## src/rtl/tppc_pkg.sv

```systemverilog
// Package: shared types, constants and the prescaler code lookup for the timer period calculator.
`timescale 1ns / 1ps
`default_nettype none

package tppc_pkg;

    localparam int FIELD_W = 28;
    localparam int SHIFT_W = 5;

    localparam logic [27:0] CLOCK_RESET = 28'd48000000;

    localparam logic [1:0] STATUS_OK      = 2'd0;
    localparam logic [1:0] STATUS_SAT     = 2'd1;
    localparam logic [1:0] STATUS_INVALID = 2'd2;

    // Divider codes
    localparam logic [2:0] CODE_DIV1    = 3'd0;
    localparam logic [2:0] CODE_DIV64   = 3'd5;
    localparam logic [2:0] CODE_DIV256  = 3'd6;
    localparam logic [2:0] CODE_DIV1024 = 3'd7;

    // One division stage's working set
    typedef struct packed {
        logic [FIELD_W-1:0] rem;
        logic [FIELD_W-1:0] num;
        logic [FIELD_W-1:0] quo;
        logic [FIELD_W-1:0] den;
        logic               bad;
    } div_t;

    function automatic logic [2:0] code_for_shift(input logic [SHIFT_W-1:0] sh);
        logic [2:0] code;
        if (sh <= 5'd4) begin
            code = sh[2:0];
        end else if (sh == 5'd6) begin
            code = CODE_DIV64;
        end else if (sh == 5'd8) begin
            code = CODE_DIV256;
        end else if (sh >= 5'd10) begin
            code = CODE_DIV1024;
        end else begin
            code = CODE_DIV1;
        end
        return code;
    endfunction

endpackage

`default_nettype wire

```

## src/rtl/tppc_div_stage.sv

```systemverilog
// Module: one registered step of the restoring divider pipeline (one quotient bit).
`timescale 1ns / 1ps
`default_nettype none

module tppc_div_stage
    import tppc_pkg::*;
(
    input  wire logic aclk,
    input  wire logic aresetn,
    input  wire logic en,
    input  wire logic valid_in,
    input  wire div_t data_in,
    output logic      valid_out,
    output div_t      data_out
);

    logic               valid_reg;
    div_t               data_reg;
    div_t               data_next;
    logic [FIELD_W:0]   trial;
    logic [FIELD_W:0]   diff;
    logic               take;

    always_comb begin
        trial = {data_in.rem, data_in.num[FIELD_W-1]};
        diff  = trial - {1'b0, data_in.den};
        take  = ~diff[FIELD_W];
        data_next     = data_in;
        // a refused trial is below the divisor, so it fits the field
        data_next.rem = take ? diff[FIELD_W-1:0] : trial[FIELD_W-1:0];
        data_next.num = {data_in.num[FIELD_W-2:0], 1'b0};
        data_next.quo = {data_in.quo[FIELD_W-2:0], take};
    end

    always_ff @(posedge aclk) begin
        if (!aresetn) begin
            valid_reg <= 1'b0;
        end else if (en) begin
            valid_reg <= valid_in;
        end
    end

    always_ff @(posedge aclk) begin
        if (en) begin
            data_reg <= data_next;
        end
    end

    assign valid_out = valid_reg;
    assign data_out  = data_reg;

endmodule

`default_nettype wire

```

## src/rtl/tppc_select.sv

```systemverilog
// Module: shift search, divider adjust and compare saturation, three register stages.
`timescale 1ns / 1ps
`default_nettype none

module tppc_select
    import tppc_pkg::*;
#(
    parameter int COUNTER_BITS = 16,
    parameter int MAX_SHIFT    = 10
) (
    input  wire logic               aclk,
    input  wire logic               aresetn,
    input  wire logic               en,
    input  wire logic               valid_in,
    input  wire logic [FIELD_W-1:0] quo_in,
    input  wire logic               bad_in,
    output logic                    valid_out,
    output logic [2:0]              prescale_code,
    output logic [3:0]              divide_shift,
    output logic [15:0]             compare_top,
    output logic [1:0]              status
);

    localparam logic [32:0] TOP_LIMIT = 33'd1 << COUNTER_BITS;
    localparam logic [32:0] TOP_MAX   = TOP_LIMIT - 33'd1;
    localparam logic [SHIFT_W-1:0] MAX_SH = SHIFT_W'(MAX_SHIFT);

    // stage 1: smallest shift that fits the counter
    logic                   v1_reg;
    logic [FIELD_W-1:0]     q1_reg;
    logic                   bad1_reg;
    logic [SHIFT_W-1:0]     sh1_reg;
    logic [SHIFT_W-1:0]     sh1_next;
    logic [FIELD_W:0]       fits;

    always_comb begin
        for (int k = 0; k <= FIELD_W; k++) begin
            fits[k] = (({5'd0, quo_in} >> k) <= TOP_LIMIT);
        end
        sh1_next = SHIFT_W'(FIELD_W);
        for (int k = FIELD_W; k >= 0; k--) begin
            if (fits[k]) begin
                sh1_next = SHIFT_W'(k);
            end
        end
    end

    // stage 2: skip missing dividers, cap, shift the quotient
    logic                   v2_reg;
    logic                   bad2_reg;
    logic [SHIFT_W-1:0]     sh2_reg;
    logic [FIELD_W-1:0]     base2_reg;
    logic [SHIFT_W-1:0]     sh_adj;
    logic [SHIFT_W-1:0]     sh2_next;

    always_comb begin
        if (sh1_reg == 5'd5 || sh1_reg == 5'd7 || sh1_reg == 5'd9) begin
            sh_adj = sh1_reg + 5'd1;
        end else begin
            sh_adj = sh1_reg;
        end
        sh2_next = (sh_adj > MAX_SH) ? MAX_SH : sh_adj;
    end

    // stage 3: compare value and status
    logic                   v3_reg;
    logic [2:0]             code_reg;
    logic [3:0]             shift_reg;
    logic [15:0]            cmp_reg;
    logic [1:0]             status_reg;
    logic [FIELD_W-1:0]     cmp_raw;
    logic                   sat;

    always_comb begin
        cmp_raw = (base2_reg == '0) ? '0 : base2_reg - FIELD_W'(1);
        sat     = ({5'd0, cmp_raw} > TOP_MAX);
    end

    always_ff @(posedge aclk) begin
        if (!aresetn) begin
            v1_reg <= 1'b0;
            v2_reg <= 1'b0;
            v3_reg <= 1'b0;
        end else if (en) begin
            v1_reg <= valid_in;
            v2_reg <= v1_reg;
            v3_reg <= v2_reg;
        end
    end

    always_ff @(posedge aclk) begin
        if (en) begin
            q1_reg    <= quo_in;
            bad1_reg  <= bad_in;
            sh1_reg   <= sh1_next;
            bad2_reg  <= bad1_reg;
            sh2_reg   <= sh2_next;
            base2_reg <= q1_reg >> sh2_next;
            if (bad2_reg) begin
                code_reg   <= CODE_DIV1;
                shift_reg  <= 4'd0;
                cmp_reg    <= 16'd0;
                status_reg <= STATUS_INVALID;
            end else begin
                code_reg   <= code_for_shift(sh2_reg);
                shift_reg  <= sh2_reg[3:0];
                cmp_reg    <= sat ? TOP_MAX[15:0] : cmp_raw[15:0];
                status_reg <= sat ? STATUS_SAT : STATUS_OK;
            end
        end
    end

    assign valid_out     = v3_reg;
    assign prescale_code = code_reg;
    assign divide_shift  = shift_reg;
    assign compare_top   = cmp_reg;
    assign status        = status_reg;

endmodule

`default_nettype wire

```

## src/rtl/timer_prescaler_period_calc_top.sv

```systemverilog
// Pipeline: 28 divider stages, then 3 select stages, from input transfer to result.
// Throughput: one request per cycle; the whole pipeline holds while a result is not taken.
// The 28-stage restoring divider for clock / rate sets the depth.
// Reset: synchronous active-low aresetn clears all valid bits and loads clock_hz = 48000000.
// Configuration writes are taken at once whenever cfg_we is high.
`timescale 1ns / 1ps
`default_nettype none

module timer_prescaler_period_calc_top
    import tppc_pkg::*;
#(
    parameter int COUNTER_BITS = 16,
    parameter int MAX_SHIFT    = 10
) (
    input  wire logic        aclk,
    input  wire logic        aresetn,
    input  wire logic        cfg_we,
    input  wire logic [27:0] cfg_wdata,     // clock_hz
    input  wire logic        s_tvalid,
    output logic             s_tready,
    input  wire logic [31:0] s_tdata,       // [27:0] request_hz, [31:28] zero
    output logic             m_tvalid,
    input  wire logic        m_tready,
    output logic [31:0]      m_tdata        // [2:0] prescale_code, [6:3] divide_shift,
                                            // [22:7] compare_top, [24:23] status, rest zero
);

    logic [FIELD_W-1:0] clock_hz_reg;
    logic               en;
    logic [FIELD_W-1:0] req;
    div_t               stage_data [0:FIELD_W];
    logic               stage_valid [0:FIELD_W];
    logic [2:0]         prescale_code;
    logic [3:0]         divide_shift;
    logic [15:0]        compare_top;
    logic [1:0]         status;

    always_ff @(posedge aclk) begin
        if (!aresetn) begin
            clock_hz_reg <= CLOCK_RESET;
        end else if (cfg_we) begin
            clock_hz_reg <= cfg_wdata;
        end
    end

    assign en       = ~m_tvalid | m_tready;
    assign s_tready = en;
    assign req      = s_tdata[FIELD_W-1:0];

    assign stage_valid[0] = s_tvalid;
    // zero rate, or rate above the clock
    assign stage_data[0]  = '{rem: '0, num: clock_hz_reg, quo: '0, den: req,
                              bad: (req == '0) || (req > clock_hz_reg)};

    for (genvar g = 0; g < FIELD_W; g++) begin : g_div
        tppc_div_stage u_stage (
            .aclk      (aclk),
            .aresetn   (aresetn),
            .en        (en),
            .valid_in  (stage_valid[g]),
            .data_in   (stage_data[g]),
            .valid_out (stage_valid[g+1]),
            .data_out  (stage_data[g+1])
        );
    end

    tppc_select #(
        .COUNTER_BITS (COUNTER_BITS),
        .MAX_SHIFT    (MAX_SHIFT)
    ) u_select (
        .aclk          (aclk),
        .aresetn       (aresetn),
        .en            (en),
        .valid_in      (stage_valid[FIELD_W]),
        .quo_in        (stage_data[FIELD_W].quo),
        .bad_in        (stage_data[FIELD_W].bad),
        .valid_out     (m_tvalid),
        .prescale_code (prescale_code),
        .divide_shift  (divide_shift),
        .compare_top   (compare_top),
        .status        (status)
    );

    assign m_tdata = {7'd0, status, compare_top, divide_shift, prescale_code};

`ifndef NO_ASSERTIONS
    localparam logic [32:0] TOP_MAX_CHK = (33'd1 << COUNTER_BITS) - 33'd1;

    a_invalid_zero: assert property (@(posedge aclk) disable iff (!aresetn)
        (m_tvalid && status == STATUS_INVALID) |->
            (prescale_code == CODE_DIV1 && divide_shift == 4'd0 && compare_top == 16'd0))
        else $error("invalid result with nonzero fields");

    a_sat_top: assert property (@(posedge aclk) disable iff (!aresetn)
        (m_tvalid && status == STATUS_SAT) |->
            (compare_top == TOP_MAX_CHK[15:0] && divide_shift == 4'(MAX_SHIFT)))
        else $error("saturated result without full top at largest shift");

    a_div_hold: assert property (@(posedge aclk) disable iff (!aresetn)
        !en |=> $stable(stage_valid[FIELD_W]) && $stable(stage_data[FIELD_W].quo))
        else $error("divider pipeline moved during a stall");
`endif

endmodule

`default_nettype wire
```

## config.mk

```make
export PLATFORM = sky130hd
export DESIGN_NAME = timer_prescaler_period_calc_top
export DESIGN_NICKNAME = d
export VERILOG_FILES = /design/src/rtl/tppc_pkg.sv /design/src/rtl/tppc_div_stage.sv /design/src/rtl/tppc_select.sv /design/src/rtl/timer_prescaler_period_calc_top.sv
export SDC_FILE = /design/constraint.sdc
export NUM_CORES = 2
export LEC_CHECK = 0
export ABC_AREA = 1
export CAP_MARGIN = 0
export CORE_ASPECT_RATIO = 1.75
export CORE_MARGIN = 4
export CORE_UTILIZATION = 35
export CTS_CLUSTER_DIAMETER = 100
export DETAILED_ROUTE_END_ITERATION = 12
export DONT_BUFFER_PORTS = 1
export GPL_TIMING_DRIVEN = 0
export PLACE_DENSITY = 0.46
export SETUP_SLACK_MARGIN = 0.2
export SLEW_MARGIN = 40
export SYNTH_ARGS = -nofsm -noshare
export SYNTH_HDL_FRONTEND = slang
export SYNTH_SLANG_ARGS = --single-unit
```

## constraint.sdc

```tcl
create_clock -name aclk -period 155.8 [get_ports aclk]
set_input_delay 15.58 -clock aclk [delete_from_list [all_inputs] [get_ports aclk]]
set_output_delay 15.58 -clock aclk [all_outputs]
set_load 0.005 [all_outputs]
```

==> reports/results.ini <==
[timing]
maxSlewHeadroom_pct = 32.4
fin_hold_ws_ns = 0.399
fin_crit_ns = 34.46
fin_crit_sh_pct = 22.1
finalHoldViolations = 0
fin_worst_skew_ns = 0.0867
worstMarginPinSlew_ns = 1.00
finalMaxSlewViolations = 0
clock.fmax_mhz = 29.0
finalSetupTns_ns = 0
finalSetupViolCount = 0
rsz0062_at_grt = no

[worst_hold_path]
min_path_type = reg2reg

[floorplan]
num_io_pins = 99
die_area_sq_um = 381000
core_sq_um = 369000
rows = 295
fp.dieW_um = 468
dieHeight_um = 814
start_util_pct = 35.2

[drt]
wirelength_um = 442000
avgRoutedWirePerCell_um = 24.3
vias_per_cell = 5.02
vias = 91200
drtIter0Drc = 5196
drc = 0
drtAntennaViolNets = 0
firstDrtPassIters = 6

[layout]
nFillCells = 36400
syn2layout_area_growth_pct = 12.1
final-seq-area_sq_um = 73700
fin_util_pct = 39.4
layout-drive-gt1-share_pct = 6.48
largest_reg_flops = 2324
nets = 13900
multi_input_area_sq_um = 49000

[clocking]
root_buffer = clkbuf_16
post_cts_resize_count = 0
post_cts_buffers = 0
htreeDepth = 4
holdBufCountCts = 0
clkSinkCount = 2475
clk_pin_slew_worst_paths_ns = 0.07
worstSkewPairLatency_ns = 0.94
clockBufferDepth = 4
numCtsBuffers = 249
cts_tree = yes

[status]
outcome = finished clean

[worst_setup_path]
cp_data_required_time_ns = 140.22
end_kind = output port
startpoint_type = primary input
cp_max_fo = 43
crit_arrival_ns = 18.88
path_class = in2out
path_common_cell = buf_12
crit_path_top_delay_cell = clkbuf_4
crit_path_cell_trace = nor2_1 -> inv_1 -> clkbuf_4 -> buf_12 -> buf_12 -> buf_12 -> buf_12 -> buf_12 -> buf_12 -> buf_12 -> buf_12 -> buf_12
cpPeakStageDelay_ns = 0.48

[synthesis]
synth.distinct_cells = 58
syn_area_per_cell_sq_um = 10.2
ys.flop_type = edfxtp_1
async_reset_ff_share_pct = 0
seq_area_frac_synth_pct = 56.8
synth_edf_count = 2416
netlist_area_sq_um = 130000
ys_seq_elements = 2475
yosys_warnings = 0
postSynthCellCount = 12700

[global_route]
grt_pass1_vias = 97000
grt_max_degree = 48
antenna_found_initial = 17
grt.total_usage_pct = 22.9
grt_pass1_wl_um = 639000
grt_overflow = 0

[power_and_ir_drop]
leakage_uw = 0.0604
powerDensity_nw_per_um2 = 22.6
peakVddDrop_v = 0.0000124

[placed_design]
dp_hpwl_um = 368000
portBuffers = 0
place_congestion = 0.946

[job]
maxCapViolCount = 0

==> placed cells by master, fill, tap and decap left out, types with 60 or more instances in the layout <==
master | synthesis | routed
xor2_1 | 231 | 231
nand3b_1 | 60 | 60
clkbuf_1 | 27 | 66
inv_1 | 1522 | 1521
buf_6 | 68 | 69
o21ai_0 | 860 | 854
nand2_1 | 2528 | 2528
o21a_1 | 62 | 62
o21ai_2 | 127 | 128
nor2_1 | 860 | 860
buf_12 | 0 | 63
a21oi_1 | 1072 | 1072
edfxtp_1 | 2416 | 2416
nor3_1 | 187 | 185
ha_1 | 788 | 788
xnor2_1 | 373 | 373
clkbuf_16 | 0 | 252
o21ai_1 | 296 | 301
nand3_1 | 537 | 537
==> kinds of logic after synthesis <==
kind of cell	synth area share [%]
xor gates and xnor gates	4.07
AOI/OAI and AO/OA	11.4
buffers and inverters	5.56
DFF	56.8
other	0.00289
adders and majority gates	7.99
and+or+nand+nor	14.2
==> stage by stage <==
step | area [sq um] | setup WS (ns) | std cells | total power (uW)
after global routing | 146000 | 121.10 | 18200 | 3520
after floorplan | 130000 | 59.26 | 12700 | 2100
after global placement | 136000 | 34.02 | 17600 | 2720
after CTS | 146000 | 121.29 | 18200 | 3340
final | 146000 | 121.34 | 18200 | 3300
after detailed placement | 137000 | 121.28 | 17700 | 2710
==> metal layers <==
layer / track usage, % / share of wire [%] / vias to the layer above / wire length, um
li1: - / - / 44800 / -
met3: 1.93 / 2.1 / 921 / 9410
met5: 0 / 0.0025 / - / 11
met2: 47.1 / 58 / 1730 / 255000
met1: 19.9 / 31 / 43800 / 138000
met4: 17.0 / 9.0 / 2 / 39900
==> power by group <==
part           total, uW  internal, uW  switching, uW
clock                611           345            266
sequential          1140          1000            132
combinational       1550           500           1050
total               3300          1850           1450
==> final cells by class <==
class                   instances  area share [%]
diodes                         23          0.0395
plain buffers                 177           0.949
clock buffers                 294            4.45
clock inverters               164            1.18
inverters                    1550            4.01
multi-input cells            8529            33.6
flip-flops and latches       2475            50.6
well taps                    4900            4.21
repair buffers                 64           0.874
==> final timing paths <==
kind / start / slack, ns / depth (start not counted) / to
hold / removal: g_div[20].u_stage.data_out[82] / 0.40 / 0 / g_div[21].u_stage.data_out[83]
setup / recovery: m_tready / 121.34 / 12 / s_tready
setup reg to reg: u_select.valid_out / 151.16 / 15 / g_div[25].u_stage.data_out[93]
hold reg to reg: g_div[20].u_stage.data_out[82] / 0.40 / 0 / g_div[21].u_stage.data_out[83]
==> synthesized netlist by cell type (60+ instances only) <==
| cell type | count | area share [%] |
|---|---|---|
| a21oi_1 | 1072 | 4.1 |
| buf_6 | 68 | 0.59 |
| edfxtp_1 | 2416 | 56 |
| ha_1 | 788 | 7.6 |
| inv_1 | 1522 | 4.4 |
| nand2_1 | 2528 | 7.3 |
| nand3_1 | 537 | 2.1 |
| nand3b_1 | 60 | 0.35 |
| nor2_1 | 860 | 2.5 |
| nor3_1 | 187 | 0.72 |
| o21a_1 | 62 | 0.36 |
| o21ai_0 | 860 | 3.3 |
| o21ai_1 | 296 | 1.1 |
| o21ai_2 | 127 | 0.86 |
| xnor2_1 | 373 | 2.5 |
| xor2_1 | 231 | 1.6 |
==> worst max-delay path, delay by kind of cell <==
| family | cells | cell delay, ns |
|---|---|---|
| buffers and inverters | 11 | 2.95 |
| and+or+nand+nor | 1 | 0.14 |
(Power assumes the default switching activity.)
